File: config.mk
export PLATFORM = sky130hd
export DESIGN_NAME = xdm_wheel_mix
export DESIGN_NICKNAME = d
export VERILOG_FILES = /design/src/sv/xdm_pkg.sv /design/src/sv/xdm_wheel_mix.sv
export SDC_FILE = /design/constraint.sdc
export NUM_CORES = 2
export LEC_CHECK = 0
export BUFFER_PORTS_ARGS = -buffer_cell sky130_fd_sc_hd__buf_4
export CAP_MARGIN = 20
export CORE_ASPECT_RATIO = 0.7
export CORE_MARGIN = 5
export CORE_UTILIZATION = 30
export CTS_CLUSTER_SIZE = 14
export DETAILED_ROUTE_END_ITERATION = 12
export SYNTH_ARGS = -nofsm -noshare
export SYNTH_HDL_FRONTEND = slang
export SYNTH_SLANG_ARGS = --single-unit
File: constraint.sdc
create_clock -name clk_i -period 12.4 [get_ports clk_i]
set_input_delay 1.86 -clock clk_i [delete_from_list [all_inputs] [get_ports clk_i]]
set_output_delay 1.86 -clock clk_i [all_outputs]
set_load 0.02 [all_outputs]
File: src/sv/xdm_pkg.sv
// shared types and constants for the x-drive omni wheel mixer
`timescale 1ns / 1ps
`default_nettype none

package xdm_pkg;

  // wheel speed width
  localparam int SPEED_BITS = 16;
  localparam int HEAD_BITS  = 13;
  localparam int RATE_BITS  = 16;
  localparam int ANG_BITS   = 13;
  localparam int QX_BITS    = 11;

  // angle constants in sixteenths of a degree
  localparam logic [ANG_BITS-1:0] QUARTER       = 13'd1440;
  localparam logic [ANG_BITS-1:0] HALF_TURN     = 13'd2880;
  localparam logic [ANG_BITS-1:0] THREE_QUARTER = 13'd4320;
  localparam logic [ANG_BITS:0]   FULL_TURN     = 14'd5760;
  localparam logic [ANG_BITS:0]   DIAG_OFFSET   = 14'd720;

  // turn rate limits, q2.14
  localparam logic signed [RATE_BITS-1:0] RATE_ONE     = 16'sd16384;
  localparam logic signed [RATE_BITS-1:0] RATE_NEG_ONE = -16'sd16384;

  // symmetric speed range
  localparam logic signed [SPEED_BITS-1:0] SPEED_MIN =
    {1'b1, {(SPEED_BITS-1){1'b0}}};
  localparam logic signed [SPEED_BITS-1:0] SPEED_NEG_MAX =
    {1'b1, {(SPEED_BITS-2){1'b0}}, 1'b1};

  // angle to q15 scaling: t = (1024*x + 22) / 45 via reciprocal
  localparam int NUM_BITS    = 21;
  localparam int RECIP_BITS  = 22;
  localparam int RECIP_SHIFT = 27;
  localparam int T_BITS      = 16;
  localparam logic [RECIP_BITS-1:0] RECIP   = 22'd2982616;
  localparam logic [NUM_BITS-1:0]   NUM_RND = 21'd22;
  localparam logic [6:0]            DIV_K   = 7'd45;

  // q30 odd polynomial coefficients
  localparam logic signed [31:0] C1 = 32'sd1686629713;
  localparam logic signed [30:0] C3 = -31'sd693598243;
  localparam logic signed [27:0] C5 = 28'sd85557789;
  localparam logic signed [23:0] C7 = -24'sd4847435;

  // stages inside one quarter sine unit
  localparam int SIN_LAT = 7;

  typedef enum logic {
    OP_MOVE   = 1'b0,
    OP_ROTATE = 1'b1
  } op_e;

  // per command data that rides beside the sine units
  typedef struct packed {
    op_e                           op;
    logic signed [SPEED_BITS-1:0]  speed;
    logic                          pos;
    logic signed [RATE_BITS-1:0]   m;
    logic                          fwd1;
    logic                          fwd2;
    logic [1:0]                    quad;
  } side_t;

endpackage

`default_nettype wire

File: src/sv/xdm_wheel_mix.sv
// back end: signed sine/cosine, diagonal speeds, reduced wheels, wheel routing
`timescale 1ns / 1ps
`default_nettype none

module xdm_wheel_mix (
  input  wire logic                                  clk_i,
  input  wire logic                                  rst_ni,
  input  wire logic                                  en_i,
  input  wire logic                                  valid_i,
  input  wire xdm_pkg::side_t                        side_i,
  input  wire logic [xdm_pkg::T_BITS-1:0]            sa_i,
  input  wire logic [xdm_pkg::T_BITS-1:0]            sb_i,
  output logic                                       valid_o,
  output logic signed [xdm_pkg::SPEED_BITS-1:0]      fl_o,
  output logic signed [xdm_pkg::SPEED_BITS-1:0]      fr_o,
  output logic signed [xdm_pkg::SPEED_BITS-1:0]      bl_o,
  output logic signed [xdm_pkg::SPEED_BITS-1:0]      br_o
);
  import xdm_pkg::*;

  logic [T_BITS-1:0]               s_mag, c_mag;
  logic signed [T_BITS:0]          s_val, c_val;
  logic signed [SPEED_BITS+16:0]   prod_s, prod_c, sum_s, sum_c;
  logic                            v1_q, v2_q, v3_q;
  side_t                           side1_q, side2_q;
  logic signed [SPEED_BITS-1:0]    d1_q, d2_q, d1_r_q, d2_r_q;
  logic signed [SPEED_BITS-1:0]    d1_s2_q, d2_s2_q;
  logic signed [SPEED_BITS+15:0]   prod_1, prod_2, sum_1, sum_2;
  logic signed [SPEED_BITS-1:0]    fl_d, fr_d, bl_d, br_d;
  logic signed [SPEED_BITS-1:0]    fl_q, fr_q, bl_q, br_q;

  // stage 1: pick sine and cosine by quadrant, scale the speed
  always_comb begin
    if (side_i.quad[0]) begin
      s_mag = sb_i;
      c_mag = sa_i;
    end else begin
      s_mag = sa_i;
      c_mag = sb_i;
    end
    s_val  = side_i.quad[1] ? -$signed({1'b0, s_mag}) : $signed({1'b0, s_mag});
    c_val  = (side_i.quad[1] ^ side_i.quad[0]) ? -$signed({1'b0, c_mag})
                                                : $signed({1'b0, c_mag});
    prod_s = side_i.speed * s_val;
    prod_c = side_i.speed * c_val;
    sum_s  = prod_s + $signed({{(SPEED_BITS+2){1'b0}}, 1'b1, 14'b0});
    sum_c  = prod_c + $signed({{(SPEED_BITS+2){1'b0}}, 1'b1, 14'b0});
  end

  // stage 2: reduced diagonal speeds
  always_comb begin
    prod_1 = d1_q * side1_q.m;
    prod_2 = d2_q * side1_q.m;
    sum_1  = prod_1 + $signed({{(SPEED_BITS+2){1'b0}}, 1'b1, 13'b0});
    sum_2  = prod_2 + $signed({{(SPEED_BITS+2){1'b0}}, 1'b1, 13'b0});
  end

  // stage 3: route full and reduced speeds to the wheels
  always_comb begin
    if (side2_q.op == OP_ROTATE) begin
      fl_d = side2_q.speed;
      fr_d = side2_q.speed;
      bl_d = side2_q.speed;
      br_d = side2_q.speed;
    end else begin
      if (side2_q.fwd1 == side2_q.pos) begin
        fl_d = d1_s2_q;
        br_d = d1_r_q;
      end else begin
        fl_d = d1_r_q;
        br_d = d1_s2_q;
      end
      if (side2_q.fwd2 == side2_q.pos) begin
        fr_d = d2_r_q;
        bl_d = d2_s2_q;
      end else begin
        fr_d = d2_s2_q;
        bl_d = d2_r_q;
      end
    end
  end

  always_ff @(posedge clk_i or negedge rst_ni) begin
    if (!rst_ni) begin
      v1_q <= 1'b0;
      v2_q <= 1'b0;
      v3_q <= 1'b0;
    end else if (en_i) begin
      v1_q <= valid_i;
      v2_q <= v1_q;
      v3_q <= v2_q;
    end
  end

  always_ff @(posedge clk_i) begin
    if (en_i) begin
      side1_q <= side_i;
      d1_q    <= sum_s[15 +: SPEED_BITS];
      d2_q    <= sum_c[15 +: SPEED_BITS];
      side2_q <= side1_q;
      d1_s2_q <= d1_q;
      d2_s2_q <= d2_q;
      d1_r_q  <= sum_1[14 +: SPEED_BITS];
      d2_r_q  <= sum_2[14 +: SPEED_BITS];
      fl_q    <= fl_d;
      fr_q    <= fr_d;
      bl_q    <= bl_d;
      br_q    <= br_d;
    end
  end

  assign valid_o = v3_q;
  assign fl_o    = fl_q;
  assign fr_o    = fr_q;
  assign bl_o    = bl_q;
  assign br_o    = br_q;

endmodule

`default_nettype wire

# Word level (Yosys, flattened, before mapping)
# Index checks and enable logic that the tools add are counted.
dict set report word_totals {
  ff_bits 219
  inputBits 74
  output_inout_bits 65
  word_cells 49
}
dict set report classes {
  n_addsub 6
  mul 4
  n_eq_ne 2
  n_mux 12
  n_bitwise 1
}
# op count
set op_table {}
lappend op_table {{2-to-1 mux 16 bit} 10}
lappend op_table {{adder 31 x 16 -> 31 bit, second input constant} 2}
lappend op_table {{multiplier 16 x 17 -> 31 bit} 2}
lappend op_table {{adder 30 x 15 -> 30 bit, second input constant} 2}
lappend op_table {{multiplier 16 x 16 -> 30 bit} 2}
lappend op_table {{2-to-1 mux 17 bit} 2}
lappend op_table {{negation 16 -> 17 bit} 2}
lappend op_table {{equality test 1 bit} 2}
lappend op_table {{bitwise XOR 1 bit} 1}

# Logic depth before layout (Yosys ltp)
dict set report depth {
  depth_word 5
  mapped_depth 37
  ltp_nobuf 31
}

# Least setup slack after synthesis
# Ideal clock, no wire load.
dict set report synth_path {
  kind {input -> register}
  start {input side_i[0] (netlist name)}
  end {register d2_q[14] (data pin)}
  setup_ps 258
  arrival_ps 9616
  t_required_ps 12142
  slack_ps 2526
  path_stages 37
  n_path_buf 7
  path_cell_list {buf_6 > buf_6 > buf_6 > buf_2 > buf_2 > buf_2 > mux2i_1 > ha_1 > o221ai_2 > nor2_1 > o21ai_0 > o21ai_0 > o221ai_1 > o21ai_0 > clkbuf_1 > nand2_1 > fa_1 > fa_1 > inv_1 > fa_1 > inv_1 > fa_1 > inv_1 > fa_1 > inv_1 > fa_1 > inv_1 > ha_1 > o21ai_0 > o21ai_0 > o221ai_1 > o31ai_4 > a41oi_2 > o21a_1 > o21ai_1 > a21oi_1 > xnor2_1}
}
dict set report synth_via {
  elab_chain_cells 5
  elab_cells_between_ends 6
  classes_between {add/sub (2); mul (1); mux (2); bitwise (1)}
}
# item line_no
set synth_lines {}
lappend synth_lines {{from (decl)} xdm_wheel_mix.sv:10} ;# input wire xdm_pkg::side_t side_i,
lappend synth_lines {{2-to-1 mux 16 bit} xdm_wheel_mix.sv:34} ;# if (side_i.quad[0]) begin
lappend synth_lines {{negation 16 -> 17 bit} xdm_wheel_mix.sv:42} ;# c_val = (side_i.quad[1] ^ side_i.quad[0]) ? -$signed({1'b0, c_mag})
lappend synth_lines {{2-to-1 mux 17 bit (*)} xdm_wheel_mix.sv:42}
lappend synth_lines {{multiplier 16 x 17 -> 31 bit (*)} xdm_wheel_mix.sv:45} ;# prod_c = side_i.speed * c_val;
lappend synth_lines {{adder 31 x 16 -> 31 bit (*)} xdm_wheel_mix.sv:47} ;# sum_c = prod_c + $signed({{(SPEED_BITS+2){1'b0}}, 1'b1, 14'b0});
lappend synth_lines {{named net sum_c[29]} xdm_wheel_mix.sv:23} ;# logic signed [SPEED_BITS+16:0] prod_s, prod_c, sum_s, sum_c;
lappend synth_lines {{to (signal assigned)} xdm_wheel_mix.sv:99} ;# d2_q <= sum_c[15 +: SPEED_BITS];
lappend synth_lines {{to (decl)} xdm_wheel_mix.sv:26} ;# logic signed [SPEED_BITS-1:0] d1_q, d2_q, d1_r_q, d2_r_q;
# Mark *: on every way through the listed nets, which the timed path passes. The rest lies on a longest branch.
# A chain may end at the register's enable or synchronous reset.

# Final worst setup path
# Ends and elaborated chain as after synthesis.

==> metrics <==
Via Count 31558; Die H between 300 and 400 um; total CTS buffers 27; unrepaired setup endpoints after global routing no; kind of critical path in -> reg; required time at the worst-slack endpoint 12710 ps; Max Root-Sink Buffers 3; die outline area 161900 um2; hpwl dp about 95000 um; post-synthesis sequential area ratio 0.1422; effective utilization at floorplan 0.3019; wire length reported by the detailed router about 120000 um; Max Clock Skew 26.73 ps; maximum net fanout on the critical path slightly below 100; count of state elements after synthesis 219; cell row count 120; maximum single-stage delay on the critical path 720 ps; Final Slew Violations 0; setup TNS after final layout 0 ps; post-synthesis instance area 46140 um2; Clock Tree Root sky130_fd_sc_hd__clkbuf_16; Port Buf Inserts approximately 140; most common cell after layout, fill and taps aside sky130_fd_sc_hd__inv_1; Reg-to-Reg Start d1_q[7]$_DFFE_PP_; Syn Nets 6158; post-synthesis area per instance 9.689 um2; startpoint of the most critical setup path side_i[0]; Post-Layout Cell Count 6829; final period utilization 0.8192; Setup crit end kind register; number of vias per cell roughly 4.6; Fmax achieved 98.45 MHz; number of DRC violations after detailed routing 0; num ports 139; number of gates resized after CTS 0; post-synthesis instance total 4762; Yosys Warn Count 0; clock latency of the later-clocked register in the worst-skew pair 580 ps; Pre-antenna DRT Iters 6; Setup Viol. Count Final 0; number of antenna violations at the first check in global routing 3; die outline width 478.7 um; filler instances between 15000 and 20000; kind of start point of the critical path input port; critical path's most frequent cell sky130_fd_sc_hd__fa_1; share of layout cells above drive strength 1 0.06085; largest net degree at the start of global routing between 90 and 100; number of hold buffers added after CTS 0; path category of the worst min-delay check reg -> reg; Clock Pin Slew Worst Setup and Hold Paths 60 ps; overall routing resource usage 0.1546; result of the run completed; average detailed-routed wire length per instance 17.90 um; crit path DAT 10470 ps; commonest cells after routing, fill and taps aside sky130_fd_sc_hd__inv_1 (1172), sky130_fd_sc_hd__fa_1 (1020), sky130_fd_sc_hd__nand2_1 (732), sky130_fd_sc_hd__and2_1 (415), sky130_fd_sc_hd__ha_1 (302); clock period minus final worst setup slack 10160 ps; post-route antenna net violation count 0; flip-flop cell with the highest count after synthesis sky130_fd_sc_hd__edfxtp_1; worst min-delay path startpoint side1_q[21]$_DFFE_PP_; signed area change from the synthesized netlist to the final layout 9.164%; sinks on the clock net 219; # placed instances 6777; standard cell core area between 150000 and 200000 um2; Post-synth EDFFs 216; share of flip-flops with an asynchronous set or reset 0.01370; worst-margin pin slew 996.6 ps; CTS tree yes; number of H-tree branching levels 1; worst slack after detailed placement 1708 ps; global-route wire length before repair 199700 um; final weighted congestion in routability-driven placement 0.8582; summed area of non-filler cells in the final layout 50360 um2; via count of the first global-routing pass 35077; count of buffers added by post-CTS timing repair for setup 0; number of violations of the max-capacitance limit 0; final hold violation count 0; post-layout worst setup margin 2242 ps; standard cell with the maximum stage delay on the critical path sky130_fd_sc_hd__buf_4; synth unique cells 81; global-route congestion overflow total 0; worst relative slew slack 0.3356; starting DRC count in detailed routing 2037; post-place instance area 49430 um2; Post-layout nets slightly above 6000
cells by family after synthesis:
group,share of synthesized area
XOR/XNOR,0.02801
buffers and inverters,0.1134
AO/OA/AOI/OAI,0.04079
multiplexers,0.007078
adder cells (fa/ha/maj),0.5245
flip-flops,0.1422
AND/OR/NAND/NOR,0.1441
routing by layer:
metal | up-vias | routed length (um) | track usage
met5 | - | 0 | 0
met4 | 0 | 3270 | 0.03477
met3 | 147 | 7771 | 0.02161
met2 | 939 | 56250 | 0.2534
met1 | 16341 | 54910 | 0.2179
li1 | 14131 | - | -
flip-flops by register name (all words and copies together) (netlist names):
name	cells
fl_o	16
v1_q	1
d2_r_q	16
br_o	16
valid_o	1
bl_o	16
side1_q	36
side2_q	20
d1_s2_q	16
d2_q	16
v2_q	1
d2_s2_q	16
d1_r_q	16
d1_q	16
fr_o	16
synthesized netlist by cell type, types with 6 or more instances:
cell type / number / share of area
sky130_fd_sc_hd__a21oi_1: 55 / 0.0060
sky130_fd_sc_hd__inv_1: 1172 / 0.095
sky130_fd_sc_hd__nor3_1: 37 / 0.0040
sky130_fd_sc_hd__a31oi_1: 67 / 0.0091
sky130_fd_sc_hd__nand3_1: 12 / 0.0013
sky130_fd_sc_hd__o21ai_0: 48 / 0.0052
sky130_fd_sc_hd__mux2i_1: 23 / 0.0050
sky130_fd_sc_hd__buf_2: 14 / 0.0015
sky130_fd_sc_hd__nand4_1: 8 / 0.0011
sky130_fd_sc_hd__xor2_1: 46 / 0.0087
sky130_fd_sc_hd__a21o_1: 19 / 0.0031
sky130_fd_sc_hd__nand2_1: 732 / 0.060
sky130_fd_sc_hd__edfxtp_1: 216 / 0.14
sky130_fd_sc_hd__ha_1: 302 / 0.082
sky130_fd_sc_hd__clkbuf_1: 178 / 0.014
sky130_fd_sc_hd__nor2b_1: 11 / 0.0015
sky130_fd_sc_hd__o21a_1: 9 / 0.0015
sky130_fd_sc_hd__a211oi_1: 12 / 0.0020
sky130_fd_sc_hd__xnor2_1: 96 / 0.018
sky130_fd_sc_hd__o221ai_1: 7 / 0.0013
sky130_fd_sc_hd__nor3b_1: 9 / 0.0015
sky130_fd_sc_hd__and2_1: 415 / 0.056
sky130_fd_sc_hd__o21bai_1: 6 / 0.00098
sky130_fd_sc_hd__fa_1: 1020 / 0.44
sky130_fd_sc_hd__o21ai_1: 8 / 0.00087
sky130_fd_sc_hd__nand2b_1: 46 / 0.0062
sky130_fd_sc_hd__nor2_1: 87 / 0.0071
cell type report:
type | instances | area (um2) | area share
Sequential cell | 219 | 6561 | 0.1303
Clock buffer | 37 | 743.2 | 0.01476
Clock inverter | 12 | 146.4 | 0.002907
Antenna cell | 1 | 2.502 | 0.00004969
Timing Repair Buffer | 207 | 1589 | 0.03155
Multi-Input combinational cell | 3165 | 34390 | 0.6828
Tap cell | 2013 | 2519 | 0.05001
Inverter | 1175 | 4415 | 0.08767
through the flow:
stage,utilization,hold slack [ps]
5_1_grt,0.3295,422.7
4_1_cts,0.3292,412.0
2_1_floorplan,-,400.3
3_3_place_gp,0.3234,401.3
3_5_place_dp,0.3234,404.5
6_report,0.3295,411.3
critical path, delay by kind of cell:
| kind | cells | cell delay (ps) |
|---|---|---|
| and+or+nand+nor | 2 | 310 |
| adders and majority gates | 8 | 3650 |
| xor gates and xnor gates | 1 | 130 |
| AOI/OAI and AO/OA | 13 | 2690 |
| buffers and inverters | 8 | 1350 |
| muxes | 1 | 440 |
path summary, 6_finish.rpt:
| check | to | slack [ps] | cells after the start |
|---|---|---|---|
| worst max register to register | d1_r_q[14]$_DFFE_PP_ | 5270 | 21 |
| worst min-delay path | side2_q[21]$_DFFE_PP_ | 410 | 0 |
| worst max-delay path | d2_q[14]$_DFFE_PP_ | 2240 | 33 |
| min in group asynchronous | v1_q$_DFFE_PN0P_ | 1070 | 1 |
| max in group asynchronous | valid_o$_DFFE_PN0P_ | 11230 | 1 |
| worst min register to register | side2_q[21]$_DFFE_PP_ | 410 | 0 |
Power is not shown: default switching activity piles up to over one toggle a cycle in this logic, so the estimate is an artifact.
